--- src/rtl/bca_pkg.sv ---
// Package for the breath cycle analyser: widths, register codes, reset values
// and the divider status type. No dependencies; used by the top level and the divider.
`default_nettype none

package bca_pkg;

  // Interval ring geometry.
  localparam int RING_DEPTH = 8;
  localparam int POS_W      = $clog2(RING_DEPTH);
  localparam int FILL_W     = $clog2(RING_DEPTH + 1);
  localparam int IVL_W      = 16;
  localparam int SUM_W      = IVL_W + $clog2(RING_DEPTH);

  // Configuration port.
  localparam int CFG_IDX_W  = 3;
  localparam int CFG_DATA_W = 20;

  typedef enum logic [CFG_IDX_W-1:0] {
    REG_THRESHOLD = 3'd0,
    REG_MIN_PERIOD = 3'd1,
    REG_MAX_PERIOD = 3'd2,
    REG_APNEA_TIMEOUT = 3'd3,
    REG_AVG_DEPTH = 3'd4
  } cfg_reg_t;

  localparam logic [14:0] THRESHOLD_RST = 15'd60;
  localparam logic [15:0] MIN_PERIOD_RST = 16'd1500;
  localparam logic [15:0] MAX_PERIOD_RST = 16'd12000;
  localparam logic [19:0] APNEA_TIMEOUT_RST = 20'd10000;
  localparam logic [3:0]  AVG_DEPTH_RST = 4'd5;

  // Stream payload widths, padded to whole bytes.
  localparam int S_TDATA_W = 48;
  localparam int M_TDATA_W = 120;

  // Shared divider: 16 quotient bits, dividend shifted in from the top.
  localparam int DIV_DVD_W = 48;
  localparam int DIV_DSR_W = 32;
  localparam int DIV_Q_W   = 16;
  localparam int DIV_CNT_W = $clog2(DIV_Q_W + 1);

  // 60000 ms per minute in UQ8.8; a mean at or below the limit saturates.
  localparam logic [DIV_DVD_W-1:0] RATE_NUMER = DIV_DVD_W'(60000 * 256);
  localparam logic [IVL_W-1:0] RATE_SAT_MEAN = IVL_W'((60000 * 256) >> DIV_Q_W);
  localparam logic [DIV_Q_W-1:0] Q_SAT = '1;

  typedef struct packed {
    logic busy;
    logic done;
  } div_stat_t;

endpackage

`default_nettype wire

--- src/rtl/breath_cycle_analyzer_top.sv ---
// Breath cycle analyser top level: crossing detection, interval ring in RAM,
// rate and inhale/exhale ratio through a shared divider, output register.
// Depends on bca_pkg, bca_ram and bca_div.
//
//  Channel  Direction  Signals                       Payload
//  s_       in         s_tvalid s_tready s_tdata     one pressure sample
//  m_       out        m_tvalid m_tready m_tdata     one result per sample
//  cfg_     in         cfg_valid cfg_ready           register index and data
//
// A sample that adds no interval to the ring goes from the transfer to the
// emit step, which loads the output register. A sample that adds an interval also
// sums the newest entries through the single RAM read port and runs up to
// three 16-step divisions before the output register is loaded.
// Reset is synchronous and clears all held state; the ring needs no clearing.
// A stalled output holds one result while the next sample is processed.
`default_nettype none

module breath_cycle_analyzer_top
  import bca_pkg::*;
(
  input  wire logic                  clk,
  input  wire logic                  rst,
  input  wire logic                  s_tvalid,
  output      logic                  s_tready,
  // s_tdata: sample_pressure[15:0], timestamp_ms[47:16]
  input  wire logic [S_TDATA_W-1:0]  s_tdata,
  output      logic                  m_tvalid,
  input  wire logic                  m_tready,
  // m_tdata: breath_rate[15:0], in_ex_ratio[31:16], amplitude[46:32],
  // inhale_duration[78:47], exhale_duration[110:79], apnea[111],
  // inhale_onset[112], exhale_onset[113], zero padding[119:114]
  output      logic [M_TDATA_W-1:0]  m_tdata,
  input  wire logic                  cfg_valid,
  output      logic                  cfg_ready,
  input  wire logic [CFG_IDX_W-1:0]  cfg_index,
  input  wire logic [CFG_DATA_W-1:0] cfg_data
);

  typedef enum logic [6:0] {
    ST_IDLE      = 7'b0000001,
    ST_SUM       = 7'b0000010,
    ST_DIV_MEAN  = 7'b0000100,
    ST_DIV_RATE  = 7'b0001000,
    ST_RATIO     = 7'b0010000,
    ST_DIV_RATIO = 7'b0100000,
    ST_EMIT      = 7'b1000000
  } state_t;

  state_t state;

  // Configuration registers.
  logic [14:0] threshold;
  logic [15:0] min_period;
  logic [15:0] max_period;
  logic [19:0] apnea_timeout;
  logic [3:0]  avg_depth;

  // Held breath state.
  logic              was_positive;
  logic [31:0]       last_inhale_time;
  logic [31:0]       last_exhale_time;
  logic [31:0]       inhale_held;
  logic [31:0]       exhale_held;
  logic [POS_W-1:0]  ring_position;
  logic [FILL_W-1:0] ring_fill;
  logic [14:0]       running_peak;
  logic [14:0]       amplitude_held;
  logic [15:0]       rate_held;
  logic [15:0]       ratio_held;

  // Per-item flags waiting for the output register.
  logic apnea_q;
  logic rise_q;
  logic fall_q;

  // Ring summation.
  logic [FILL_W-1:0] avg_cnt;
  logic [FILL_W-1:0] issue_idx;
  logic              rd_pending;
  logic [POS_W-1:0]  rd_addr;
  logic [SUM_W-1:0]  sum;
  logic [IVL_W-1:0]  ring_rdata;
  logic              rd_en;

  // Divider interface.
  logic                 div_start;
  logic [DIV_DVD_W-1:0] div_dividend;
  logic [DIV_DSR_W-1:0] div_divisor;
  logic [DIV_Q_W-1:0]   div_q;
  div_stat_t            div_stat;

  // Sample decode.
  logic               accept;
  logic signed [15:0] pressure;
  logic [31:0]        ts;
  logic               positive;
  logic               rise;
  logic               fall;
  logic [31:0]        since_inhale;
  logic [31:0]        since_exhale;
  logic               push;
  logic               apnea_now;
  logic [14:0]        peak_base;
  logic [14:0]        peak_new;
  logic [FILL_W-1:0]  fill_new;
  logic [3:0]         avg_eff;
  logic [FILL_W-1:0]  cnt_new;
  logic [IVL_W-1:0]   mean_v;
  logic               ratio_sat;
  logic               ratio_ok;
  logic               out_free;

  assign s_tready  = (state == ST_IDLE);
  assign cfg_ready = 1'b1;
  assign accept    = s_tvalid && s_tready;
  assign out_free  = !m_tvalid || m_tready;

  assign pressure = $signed(s_tdata[15:0]);
  assign ts       = s_tdata[47:16];

  // Crossing detection against the threshold, compared as signed values.
  assign positive     = $signed({pressure[15], pressure}) > $signed({2'b00, threshold});
  assign rise         = positive && !was_positive;
  assign fall         = !positive && was_positive;
  assign since_inhale = ts - last_inhale_time;
  assign since_exhale = ts - last_exhale_time;
  assign push         = rise && (last_inhale_time != 32'd0)
                        && (since_inhale > {16'd0, min_period})
                        && (since_inhale < {16'd0, max_period});
  assign apnea_now    = !rise && (last_inhale_time != 32'd0)
                        && (since_inhale > {12'd0, apnea_timeout});

  // Peak tracking; the peak restarts at each inhale onset.
  assign peak_base = rise ? 15'd0 : running_peak;
  assign peak_new  = (positive && (pressure[14:0] > peak_base)) ? pressure[14:0] : peak_base;

  // Ring occupancy and the number of newest entries to average.
  assign fill_new = (ring_fill < FILL_W'(RING_DEPTH)) ? ring_fill + 1'b1 : ring_fill;
  assign avg_eff  = (avg_depth == 4'd0) ? 4'd1 : avg_depth;
  assign cnt_new  = ({4'd0, avg_eff} > 8'(fill_new)) ? fill_new : FILL_W'(avg_eff);

  // Ratio decision: saturate when inhale >= 16 * exhale.
  assign ratio_ok  = (inhale_held != 32'd0) && (exhale_held != 32'd0);
  assign ratio_sat = {4'd0, inhale_held} >= {exhale_held, 4'd0};

  assign mean_v = (div_q == '0) ? IVL_W'(1) : div_q;
  assign rd_en  = (state == ST_SUM) && (issue_idx < avg_cnt);

  // Divider start and operand selection.
  always_comb begin
    div_start    = 1'b0;
    div_dividend = DIV_DVD_W'(sum);
    div_divisor  = DIV_DSR_W'(avg_cnt);
    case (state)
      ST_SUM: begin
        div_start = !rd_en && !rd_pending;
      end
      ST_DIV_MEAN: begin
        div_dividend = RATE_NUMER;
        div_divisor  = DIV_DSR_W'(mean_v);
        div_start    = div_stat.done && (mean_v > RATE_SAT_MEAN);
      end
      ST_RATIO: begin
        div_dividend = {4'd0, inhale_held, 12'd0};
        div_divisor  = exhale_held;
        div_start    = ratio_ok && !ratio_sat;
      end
      default: begin
        div_start = 1'b0;
      end
    endcase
  end

  // Configuration writes.
  always_ff @(posedge clk) begin
    if (rst) begin
      threshold     <= THRESHOLD_RST;
      min_period    <= MIN_PERIOD_RST;
      max_period    <= MAX_PERIOD_RST;
      apnea_timeout <= APNEA_TIMEOUT_RST;
      avg_depth     <= AVG_DEPTH_RST;
    end else if (cfg_valid && cfg_ready) begin
      case (cfg_reg_t'(cfg_index))
        REG_THRESHOLD:     threshold     <= cfg_data[14:0];
        REG_MIN_PERIOD:    min_period    <= cfg_data[15:0];
        REG_MAX_PERIOD:    max_period    <= cfg_data[15:0];
        REG_APNEA_TIMEOUT: apnea_timeout <= cfg_data;
        REG_AVG_DEPTH:     avg_depth     <= cfg_data[3:0];
        default: begin
        end
      endcase
    end
  end

  // Sequencer and held state.
  always_ff @(posedge clk) begin
    if (rst) begin
      state            <= ST_IDLE;
      was_positive     <= 1'b0;
      last_inhale_time <= '0;
      last_exhale_time <= '0;
      inhale_held      <= '0;
      exhale_held      <= '0;
      ring_position    <= '0;
      ring_fill        <= '0;
      running_peak     <= '0;
      amplitude_held   <= '0;
      rate_held        <= '0;
      ratio_held       <= '0;
      issue_idx        <= '0;
      rd_pending       <= 1'b0;
      m_tvalid         <= 1'b0;
    end else begin
      // Output valid: set when a result is loaded, cleared once it is taken.
      if ((state == ST_EMIT) && out_free) begin
        m_tvalid <= 1'b1;
      end else if (m_tready) begin
        m_tvalid <= 1'b0;
      end
      rd_pending <= rd_en;
      case (state)
        ST_IDLE: begin
          if (accept) begin
            was_positive <= positive;
            running_peak <= peak_new;
            if (rise) begin
              last_inhale_time <= ts;
              if (last_exhale_time != 32'd0) begin
                exhale_held <= since_exhale;
              end
            end else if (fall) begin
              last_exhale_time <= ts;
              amplitude_held   <= running_peak;
              if (last_inhale_time != 32'd0) begin
                inhale_held <= since_inhale;
              end
            end
            issue_idx <= '0;
            if (push) begin
              ring_position <= (ring_position == POS_W'(RING_DEPTH - 1)) ?
                               '0 : ring_position + 1'b1;
              ring_fill     <= fill_new;
              state         <= ST_SUM;
            end else begin
              state <= ST_EMIT;
            end
          end
        end
        ST_SUM: begin
          if (rd_en) begin
            issue_idx <= issue_idx + 1'b1;
          end
          if (div_start) begin
            state <= ST_DIV_MEAN;
          end
        end
        ST_DIV_MEAN: begin
          if (div_stat.done) begin
            if (mean_v > RATE_SAT_MEAN) begin
              state <= ST_DIV_RATE;
            end else begin
              rate_held <= Q_SAT;
              state     <= ST_RATIO;
            end
          end
        end
        ST_DIV_RATE: begin
          if (div_stat.done) begin
            rate_held <= div_q;
            state     <= ST_RATIO;
          end
        end
        ST_RATIO: begin
          if (!ratio_ok) begin
            state <= ST_EMIT;
          end else if (ratio_sat) begin
            ratio_held <= Q_SAT;
            state      <= ST_EMIT;
          end else begin
            state <= ST_DIV_RATIO;
          end
        end
        ST_DIV_RATIO: begin
          if (div_stat.done) begin
            ratio_held <= div_q;
            state      <= ST_EMIT;
          end
        end
        ST_EMIT: begin
          if (out_free) begin
            state <= ST_IDLE;
          end
        end
        default: begin
          state <= ST_IDLE;
        end
      endcase
    end
  end

  // Per-item payload registers: flags, read walk, running sum, output data.
  always_ff @(posedge clk) begin
    if (accept) begin
      apnea_q <= apnea_now;
      rise_q  <= rise;
      fall_q  <= fall;
      avg_cnt <= cnt_new;
      rd_addr <= ring_position;
      sum     <= '0;
    end else begin
      if (rd_en) begin
        rd_addr <= (rd_addr == '0) ? POS_W'(RING_DEPTH - 1) : rd_addr - 1'b1;
      end
      if (rd_pending) begin
        sum <= sum + SUM_W'(ring_rdata);
      end
    end
    if ((state == ST_EMIT) && out_free) begin
      m_tdata <= {6'd0, fall_q, rise_q, apnea_q, exhale_held, inhale_held,
                  amplitude_held, ratio_held, rate_held};
    end
  end

  // Interval ring.
  bca_ram #(
    .WIDTH(IVL_W),
    .DEPTH(RING_DEPTH)
  ) u_ring (
    .clk  (clk),
    .we   (accept && push),
    .waddr(ring_position),
    .wdata(since_inhale[IVL_W-1:0]),
    .re   (rd_en),
    .raddr(rd_addr),
    .rdata(ring_rdata)
  );

  // Shared divider for mean, rate and ratio.
  bca_div u_div (
    .clk     (clk),
    .rst     (rst),
    .start   (div_start),
    .dividend(div_dividend),
    .divisor (div_divisor),
    .quotient(div_q),
    .stat    (div_stat)
  );

  a_fill_bounded: assert property (@(posedge clk) disable iff (rst)
    ring_fill <= FILL_W'(RING_DEPTH)) else $error("ring fill beyond ring depth");

  a_issue_bounded: assert property (@(posedge clk) disable iff (rst)
    (state == ST_SUM) |-> (issue_idx <= avg_cnt))
    else $error("ring read walk overran its count");

  a_done_in_div_state: assert property (@(posedge clk) disable iff (rst)
    div_stat.done |-> (state == ST_DIV_MEAN || state == ST_DIV_RATE ||
                       state == ST_DIV_RATIO))
    else $error("division finished outside a waiting state");

  a_out_from_emit: assert property (@(posedge clk) disable iff (rst)
    $rose(m_tvalid) |-> $past(state == ST_EMIT))
    else $error("result presented without passing the emit step");

  a_idle_when_div_busy: assert property (@(posedge clk) disable iff (rst)
    div_stat.busy |-> !s_tready) else $error("sample taken while a division runs");

endmodule

`default_nettype wire

--- src/rtl/bca_ram.sv ---
// Generic single-port-write, single-port-read RAM with a registered read.
// No dependencies.
`default_nettype none

module bca_ram #(
  parameter int WIDTH = 16,
  parameter int DEPTH = 8
) (
  input  wire logic                     clk,
  input  wire logic                     we,
  input  wire logic [$clog2(DEPTH)-1:0] waddr,
  input  wire logic [WIDTH-1:0]         wdata,
  input  wire logic                     re,
  input  wire logic [$clog2(DEPTH)-1:0] raddr,
  output      logic [WIDTH-1:0]         rdata
);

  logic [WIDTH-1:0] mem [DEPTH];

  // Write and registered read.
  always_ff @(posedge clk) begin
    if (we) begin
      mem[waddr] <= wdata;
    end
    if (re) begin
      rdata <= mem[raddr];
    end
  end

endmodule

`default_nettype wire

--- src/rtl/bca_div.sv ---
// Restoring divider producing one quotient bit per cycle, 16 bits in all.
// The caller guarantees the quotient fits, i.e. dividend >> 16 < divisor.
// Depends on bca_pkg.
`default_nettype none

module bca_div
  import bca_pkg::*;
(
  input  wire logic                 clk,
  input  wire logic                 rst,
  input  wire logic                 start,
  input  wire logic [DIV_DVD_W-1:0] dividend,
  input  wire logic [DIV_DSR_W-1:0] divisor,
  output      logic [DIV_Q_W-1:0]   quotient,
  output      div_stat_t            stat
);

  logic [DIV_DSR_W-1:0] rem;
  logic [DIV_Q_W-1:0]   low_bits;
  logic [DIV_DSR_W-1:0] dsr;
  logic [DIV_CNT_W-1:0] steps;
  logic                 busy;
  logic                 done;
  logic [DIV_DSR_W:0]   trial;
  logic                 ge;

  // One trial subtraction per cycle.
  assign trial = {rem, low_bits[DIV_Q_W-1]};
  assign ge    = trial >= {1'b0, dsr};

  always_ff @(posedge clk) begin
    if (rst) begin
      busy <= 1'b0;
      done <= 1'b0;
      steps <= '0;
    end else begin
      done <= 1'b0;
      if (start) begin
        busy  <= 1'b1;
        steps <= DIV_CNT_W'(DIV_Q_W);
      end else if (busy) begin
        steps <= steps - 1'b1;
        if (steps == DIV_CNT_W'(1)) begin
          busy <= 1'b0;
          done <= 1'b1;
        end
      end
    end
  end

  // Datapath: remainder, remaining dividend bits and quotient.
  always_ff @(posedge clk) begin
    if (start) begin
      rem      <= dividend[DIV_DVD_W-1:DIV_Q_W];
      low_bits <= dividend[DIV_Q_W-1:0];
      dsr      <= divisor;
    end else if (busy) begin
      rem      <= ge ? DIV_DSR_W'(trial - {1'b0, dsr}) : trial[DIV_DSR_W-1:0];
      low_bits <= {low_bits[DIV_Q_W-2:0], 1'b0};
      quotient <= {quotient[DIV_Q_W-2:0], ge};
    end
  end

  assign stat.busy = busy;
  assign stat.done = done;

  a_done_after_busy: assert property (@(posedge clk) disable iff (rst)
    done |-> $past(busy)) else $error("divider done without a running division");

  a_no_restart: assert property (@(posedge clk) disable iff (rst)
    start |-> !busy) else $error("divider started while busy");

endmodule

`default_nettype wire
--- config.mk ---
export PLATFORM = sky130hd
export DESIGN_NAME = breath_cycle_analyzer_top
export DESIGN_NICKNAME = d
export VERILOG_FILES = /design/src/rtl/bca_pkg.sv /design/src/rtl/breath_cycle_analyzer_top.sv /design/src/rtl/bca_ram.sv /design/src/rtl/bca_div.sv
export SDC_FILE = /design/constraint.sdc
export NUM_CORES = 1
export LEC_CHECK = 0
export BUFFER_PORTS_ARGS = -buffer_cell sky130_fd_sc_hd__buf_2
export CORE_AREA = 2 2 254 281
export DETAILED_ROUTE_END_ITERATION = 10
export DIE_AREA = 0 0 256 283
export PLACE_DENSITY = 0.75
export SYNTH_ARGS = -nofsm -noshare
export SYNTH_HDL_FRONTEND = slang
export SYNTH_HIERARCHICAL = 1
export SYNTH_SLANG_ARGS = --single-unit
export TNS_END_PERCENT = 100
--- constraint.sdc ---
create_clock -name clk -period 17.1 [get_ports clk]
set_input_delay 1.71 -clock clk [delete_from_list [all_inputs] [get_ports clk]]
set_output_delay 1.71 -clock clk [all_outputs]
set_load 0.01 [all_outputs]
==> results by group, run 1 <==
Clock network
  • Clock latency of the later-clocked register in the worst-skew pair: about 0.63 ns
  • Maximum clock path buffer count: 3
  • Post-CTS Repair Setup Buffers: 0
  • Inserted Clock Buffers: 70
  • Clock tree root buffer cell: clkbuf_16
  • Clock sink total: 672
  • CTS clock-pin slew for the worst setup and hold paths: 0.07 ns
  • TritonCTS clock tree: yes
  • Post-cts repair resize count: 0
  • CTS H-Tree Depth: 3
  • Hold buffers post-CTS: 0

Global routing
  • Remaining global-route overflow: 0
  • Top Usage Layer GRT: met2
  • GRT met2 Usage: 41.01%
  • Pin count of the biggest net entering global routing: 96
  • Antenna violations before repair: 3
  • Total routing resource utilization after global routing: between 20% and 30%
  • GRT met1 Usage: 33.00%
  • Met3 Resource Use GR: 3.936%
  • Number of global-route vias before repair: 25120
  • Wire length of the first global-routing pass: 143300 µm

Worst hold path
  • Class of the tightest hold or removal check: flop to flop

Synthesis
  • Cells after synthesis: 3387
  • Summed instance area of the synthesized netlist: around 35000 µm²
  • Yosys Warn Count: 6
  • Synthesized area per cell: 10.21 µm²

Power and ir drop
  • Net load switching power: 1147 µW
  • Sequential Power Share: 44.3%
  • Leakage power figure: between 0.015 and 0.02 µW
  • Combinational power share: 16.8%
  • Net Sw Frac: 27.82%
  • Int Power: just under 3000 µW
  • Clock network fraction of design power: 38.9%
  • Peak ir drop on the vdd network: 0.07646 mV
  • Cell Pwr Density: between 100 and 150 nW/µm²

Die
  • Number of cell rows: 102
  • Core Region: ~70000 µm²
  • Height of the chip: approximately 280 µm
  • Die span in x: 256 µm
  • Boundary Pins: 199
  • Die area: 72450 µm²
  • Starting utilization of the core area: between 40 and 50%

STA
  • Clk_skew: 0.02860 ns
  • Slew Limit Headroom: 12.69%
  • Portion of the clock cycle consumed by the worst path in the final layout: 37.21%
  • Final hold violation count: 0
  • Total negative slack: 0 ns
  • Max-slew violation count: 0
  • Worst-Margin Slew: 1.305 ns
  • Maximum achievable frequency: approximately 160 MHz
  • RSZ-0062 raised after global routing: false
  • Setup Viol. Count Final: 0
  • Clock period minus worst slack: 6.363 ns

Worst setup path
  • Critical path required time: between 15 and 20 ns
  • Series of cell instances along the critical path: buf_2, inv_1, ha_1, fa_1, nand2b_1, a21oi_1, o31ai_2, nand2b_1, a21o_1, a21oi_1, xnor2_1, ha_1, nor2b_1, o21ai_0, o21ai_0, nor3_1, nand3_1, nor4_2, nand2_1, or4_1, o31ai_1
  • Worst setup EP type: flop
  • Crit path arrival time: 6.88 ns
  • Worst path max stage delay: roughly 0.9 ns
  • Sort of element at the start of the critical path: primary input
  • Largest fanout of any net on the critical path: 12
  • Worst path slowest cell: xnor2_1
  • Critical setup path kind: primary input to flop

Final layout
  • Total of fill cells in the finished design: 5935
  • Share of post-route cells with drive strength above 1: between 10 and 15%
  • Final net count: between 3000 and 4000
  • Post-synthesis to final-layout area growth: 12.42%
  • Commonest non-fill, non-tap cell in the layout: edfxtp_1
  • Number of antenna diodes: 0
  • Highest-count cells in the layout ignoring fill and taps: edfxtp_1, nor2_1, nand2_1, dfxtp_1, a21oi_1
  • Summed area of non-filler cells in the final layout: 38860 µm²

Place
  • Area of placed instances: between 30000 and 40000 µm²
  • HPWL Detailed: 66710 µm
  • Number of input and output port buffers inserted: 191
  • Final RePlAce weighted congestion: 0.9320

Drt
  • Number of iterations in the first detailed-routing pass: 7
  • Remaining antenna violation count after routing: 0
  • Routed wire per std cell: slightly above 20 µm
  • Number of vias in the routed layout: 26470
  • Drt via density: 5.821
  • WL final: 93300 µm
  • Number of design rule violations left after detail routing: 0
  • Iter 0 DRT Violations: 2327

Run status
  • Result of the run: completed

Flow run
  • Max Cap Violations: 0
sequential cells by signal, indices dropped and copies added, names as in the netlist, 19 cells and up:
signal / count
apnea_timeout: 20
exhale_held: 32
inhale_held: 32
last_exhale_time: 32
last_inhale_time: 32
m_tdata: 114
sum: 19
u_div/dsr: 32
u_div/rem: 32
u_ring/mem: 128
power by group through the flow:
stage,clock (µW),sequential [µW],combinational [µW]
floorplan,0,1860,445
global placement,0,1860,664
detailed placement,0,1860,679
CTS,1620,1830,686
global route,1680,1830,747
finish,1600,1830,692
cell type report:
| type | instances | area [µm²] | share of cell area, % |
|---|---|---|---|
| Clock buffer | 92 | 1937 | 4.984 |
| Sequential cell | 672 | 17100 | 44.00 |
| Clock inverter | 36 | 465.4 | 1.198 |
| Timing Repair Buffer | 239 | 1325 | 3.410 |
| Tap cell | 936 | 1171 | 3.014 |
| Inverter | 243 | 912.1 | 2.347 |
| Multi-Input combinational cell | 2329 | 15950 | 41.05 |
metal layers:
layer	part of all wire [%]	vias up
met4	4.8	2
li1	-	12490
met5	0.014	-
met2	46	1088
met3	7.4	229
met1	42	12660
worst paths after layout:
kind | from | slack [ns] | to | depth (start not counted)
setup / recovery | s_tdata[16] | 10.74 | state[1] | 21
hold / removal | amplitude_held[13] | 0.43 | m_tdata[45] | 0
setup reg to reg | inhale_held[13] | 11.51 | u_div/low_bits[0] | 13
hold reg to reg | amplitude_held[13] | 0.43 | m_tdata[45] | 0
through the flow:
step / utilization, % / power (µW) / cells / hold slack, ns / setup slack [ns]
floorplan: - / 2305 / 3396 / 0.4003 / 9.618
global placement: 52.22 / 2523 / 4419 / 0.4058 / 10.33
detailed placement: 52.22 / 2539 / 4419 / 0.4133 / 10.20
CTS: 55.67 / 4133 / 4547 / 0.4295 / 10.82
global route: 55.67 / 4262 / 4547 / 0.4352 / 10.36
finish: 55.67 / 4123 / 4547 / 0.4252 / 10.74
critical path: cells and delay by family:
kind | cells | cell delay, ns
adders and majority gates | 3 | 1.08
buffers and inverters | 2 | 0.15
AOI/OAI and AO/OA | 7 | 0.98
and+or+nand+nor | 8 | 2.06
xor gates and xnor gates | 1 | 0.90
No activity file was read; power rests on OpenSTA's default activity.
==> run 2: changes to the inputs <==
==> constraint.sdc (replaced) <==
create_clock -name clk -period 6.52 [get_ports clk]
set_input_delay 0.652 -clock clk [delete_from_list [all_inputs] [get_ports clk]]
set_output_delay 0.652 -clock clk [all_outputs]
set_load 0.01 [all_outputs]
==> results by group, run 2 (synthesis gave the netlist of run 1 again) <==
Clock network
  • Clock latency of the later-clocked register in the worst-skew pair: 0.63 ns
  • Post-cts repair resize count: 0
  • Post-CTS Repair Setup Buffers: 0
  • Inserted Clock Buffers: 71
  • TritonCTS clock tree: yes
  • CTS clock-pin slew for the worst setup and hold paths: 0.06 ns
  • Clock sink total: roughly 670
  • Hold buffers post-CTS: 0
  • CTS H-Tree Depth: 3
  • Clock tree root buffer cell: clkbuf_16
  • Maximum clock path buffer count: 3

Die
  • Core Region: approximately 70000 µm²
  • Boundary Pins: approximately 200
  • Die span in x: about 260 µm
  • Starting utilization of the core area: 49.51%
  • Height of the chip: 283 µm
  • Number of cell rows: roughly 100
  • Die area: 72450 µm²

Global routing
  • Pin count of the biggest net entering global routing: 139
  • Remaining global-route overflow: 0
  • Antenna violations before repair: 4
  • Wire length of the first global-routing pass: about 140000 µm
  • Total routing resource utilization after global routing: approximately a quarter
  • Number of global-route vias before repair: 25320

Final layout
  • Highest-count cells in the layout ignoring fill and taps: edfxtp_1, nor2_1, nand2_1, dfxtp_1, a21oi_1
  • Commonest non-fill, non-tap cell in the layout: edfxtp_1
  • Share of post-route cells with drive strength above 1: 12.42%
  • Summed area of non-filler cells in the final layout: about 39000 µm²
  • Register name with the most flops: u_ring/mem
  • Post-synthesis to final-layout area growth: 12.25%
  • Footprint of the flip-flops and latches: 17100 µm²
  • Registers with the most flip-flops: u_ring/mem: 128 flops, m_tdata: 114 flops
  • Max FFs per register: 128
  • Final Util: 55.58%
  • Multi-input logic area: roughly 16000 µm²
  • Final net count: 3870
  • Total of fill cells in the finished design: about 5900

STA
  • Worst-Margin Slew: 1.162 ns
  • Max-slew violation count: 0
  • RSZ-0062 raised after global routing: false
  • Total negative slack: 0 ns
  • Final hold violation count: 0
  • Clk_skew: 0.02697 ns
  • Maximum achievable frequency: between 150 and 200 MHz
  • Clock period minus worst slack: 5.023 ns
  • Min Hold Slack: 0.2694 ns
  • Portion of the clock cycle consumed by the worst path in the final layout: 77.03%
  • Slew Limit Headroom: between 20% and 30%
  • Setup Viol. Count Final: 0

Drt
  • Number of vias in the routed layout: 26180
  • Routed wire per std cell: ~20 µm
  • Iter 0 DRT Violations: 2286
  • WL final: just over 90000 µm
  • Metal1 wirelength: about 38000 µm
  • Top layer in use: met5
  • Remaining antenna violation count after routing: 0
  • Met3 layer wire length in the routed design: 6251 µm
  • Number of iterations in the first detailed-routing pass: 6
  • Number of design rule violations left after detail routing: 0
  • Routed length on met2: 44490 µm
  • Drt via density: approximately 5.8

Worst setup path
  • Cell repeated most along the worst path: o21ai_0
  • Depth of the worst register-to-register path: 14
  • Buffers & Inverters on Critical Path: 2
  • CP Depth: 14
  • Critical path required time: 6.89 ns
  • Worst path slowest cell: o21ai_0
  • Worst path max stage delay: 0.64 ns
  • Series of cell instances along the critical path: ha_1, a21o_1, a21o_1, a2111oi_0, o21ai_0, o21ai_0, a31oi_1, o21ai_0, and2_1, or3_2, clkinv_1, buf_4, nor2_1, a21oi_1
  • Worst setup EP type: flop
  • Crit path arrival time: 5.39 ns
  • Critical setup path kind: flop to flop
  • Sort of element at the start of the critical path: flop
  • CP delay by family, top: compound AO/OA/AOI/OAI gates
  • Largest fanout of any net on the critical path: 32

Place
  • HPWL Detailed: approximately 66000 µm
  • Area of placed instances: 36490 µm²
  • Final RePlAce weighted congestion: 0.9473
  • Number of input and output port buffers inserted: around 190

Power and ir drop
  • Combinational power share: 17.0%
  • Total power draw: 10620 µW
  • Clock network fraction of design power: 37.9%
  • Peak ir drop on the vdd network: 0.1976 mV
  • Leakage power figure: about 0.015 µW
  • Net load switching power: 2985 µW
  • Int Power: 7635 µW
  • Net Sw Frac: 28.11%
  • Cell Pwr Density: 273.7 nW/µm²
  • Sequential Power Share: between 40% and 50%

Flow run
  • Max Cap Violations: 0

Run status
  • Result of the run: completed

Worst hold path
  • Cell depth of the worst hold path: 3
  • Class of the tightest hold or removal check: primary input to flop
## run 2: cell count changes in the layout (fill, tap and decap cells not counted), moves of 2 or more
cell        change
inv_6           +6
clkinvlp_4      -5
buf_12          +2
clkinv_2        +7
diode_2         +3
inv_16          -2
bufinv_16       -4
clkinv_4        +3
clkbuf_8        -2
## run 2: area by class of cell
cell class	instances	area share, %
flip-flops and latches	672	44.06
multi-input cells	2329	41.12
clock buffers	89	4.911
repair buffers	240	3.499
well taps	936	3.018
inverters	243	2.351
clock inverters	41	1.013
diodes	3	0.01935
## run 2: worst min-delay path, cell delays in order
cell and delay, ns:
buf_2 0.10, nand2_1 0.05, a21oi_1 0.05
## run 2: through the flow
stage          instances  setup WS, ns
4_1_cts             4550         1.606
6_report            4553         1.497
3_5_place_dp        4420         1.255
2_1_floorplan       3396        0.8283
3_3_place_gp        4420         1.308
5_1_grt             4553         1.109
## run 2: final timing paths
kind / start / slack, ns / end
worst max-delay path: inhale_held[13] / 1.50 / u_div/rem[23]
worst max register to register: inhale_held[13] / 1.50 / u_div/rem[23]
worst min-delay path: cfg_data[19] / 0.27 / apnea_timeout[19]
worst min register to register: fall_q / 0.43 / m_tdata[113]
## run 2: power by group through the flow
stage | Sequential (µW) | Combinational, µW | Clock (µW)
floorplan | 4870 | 1170 | 0
global placement | 4880 | 1740 | 0
detailed placement | 4880 | 1770 | 0
CTS | 4790 | 1790 | 4080
global route | 4800 | 1950 | 4230
finish | 4790 | 1800 | 4030
## run 2: metal layers
metal	global-route usage, %	vias up
met1	32.12	12540
met5	0	-
li1	-	12490
met2	42.11	935
met3	3.972	215
met4	11.40	2
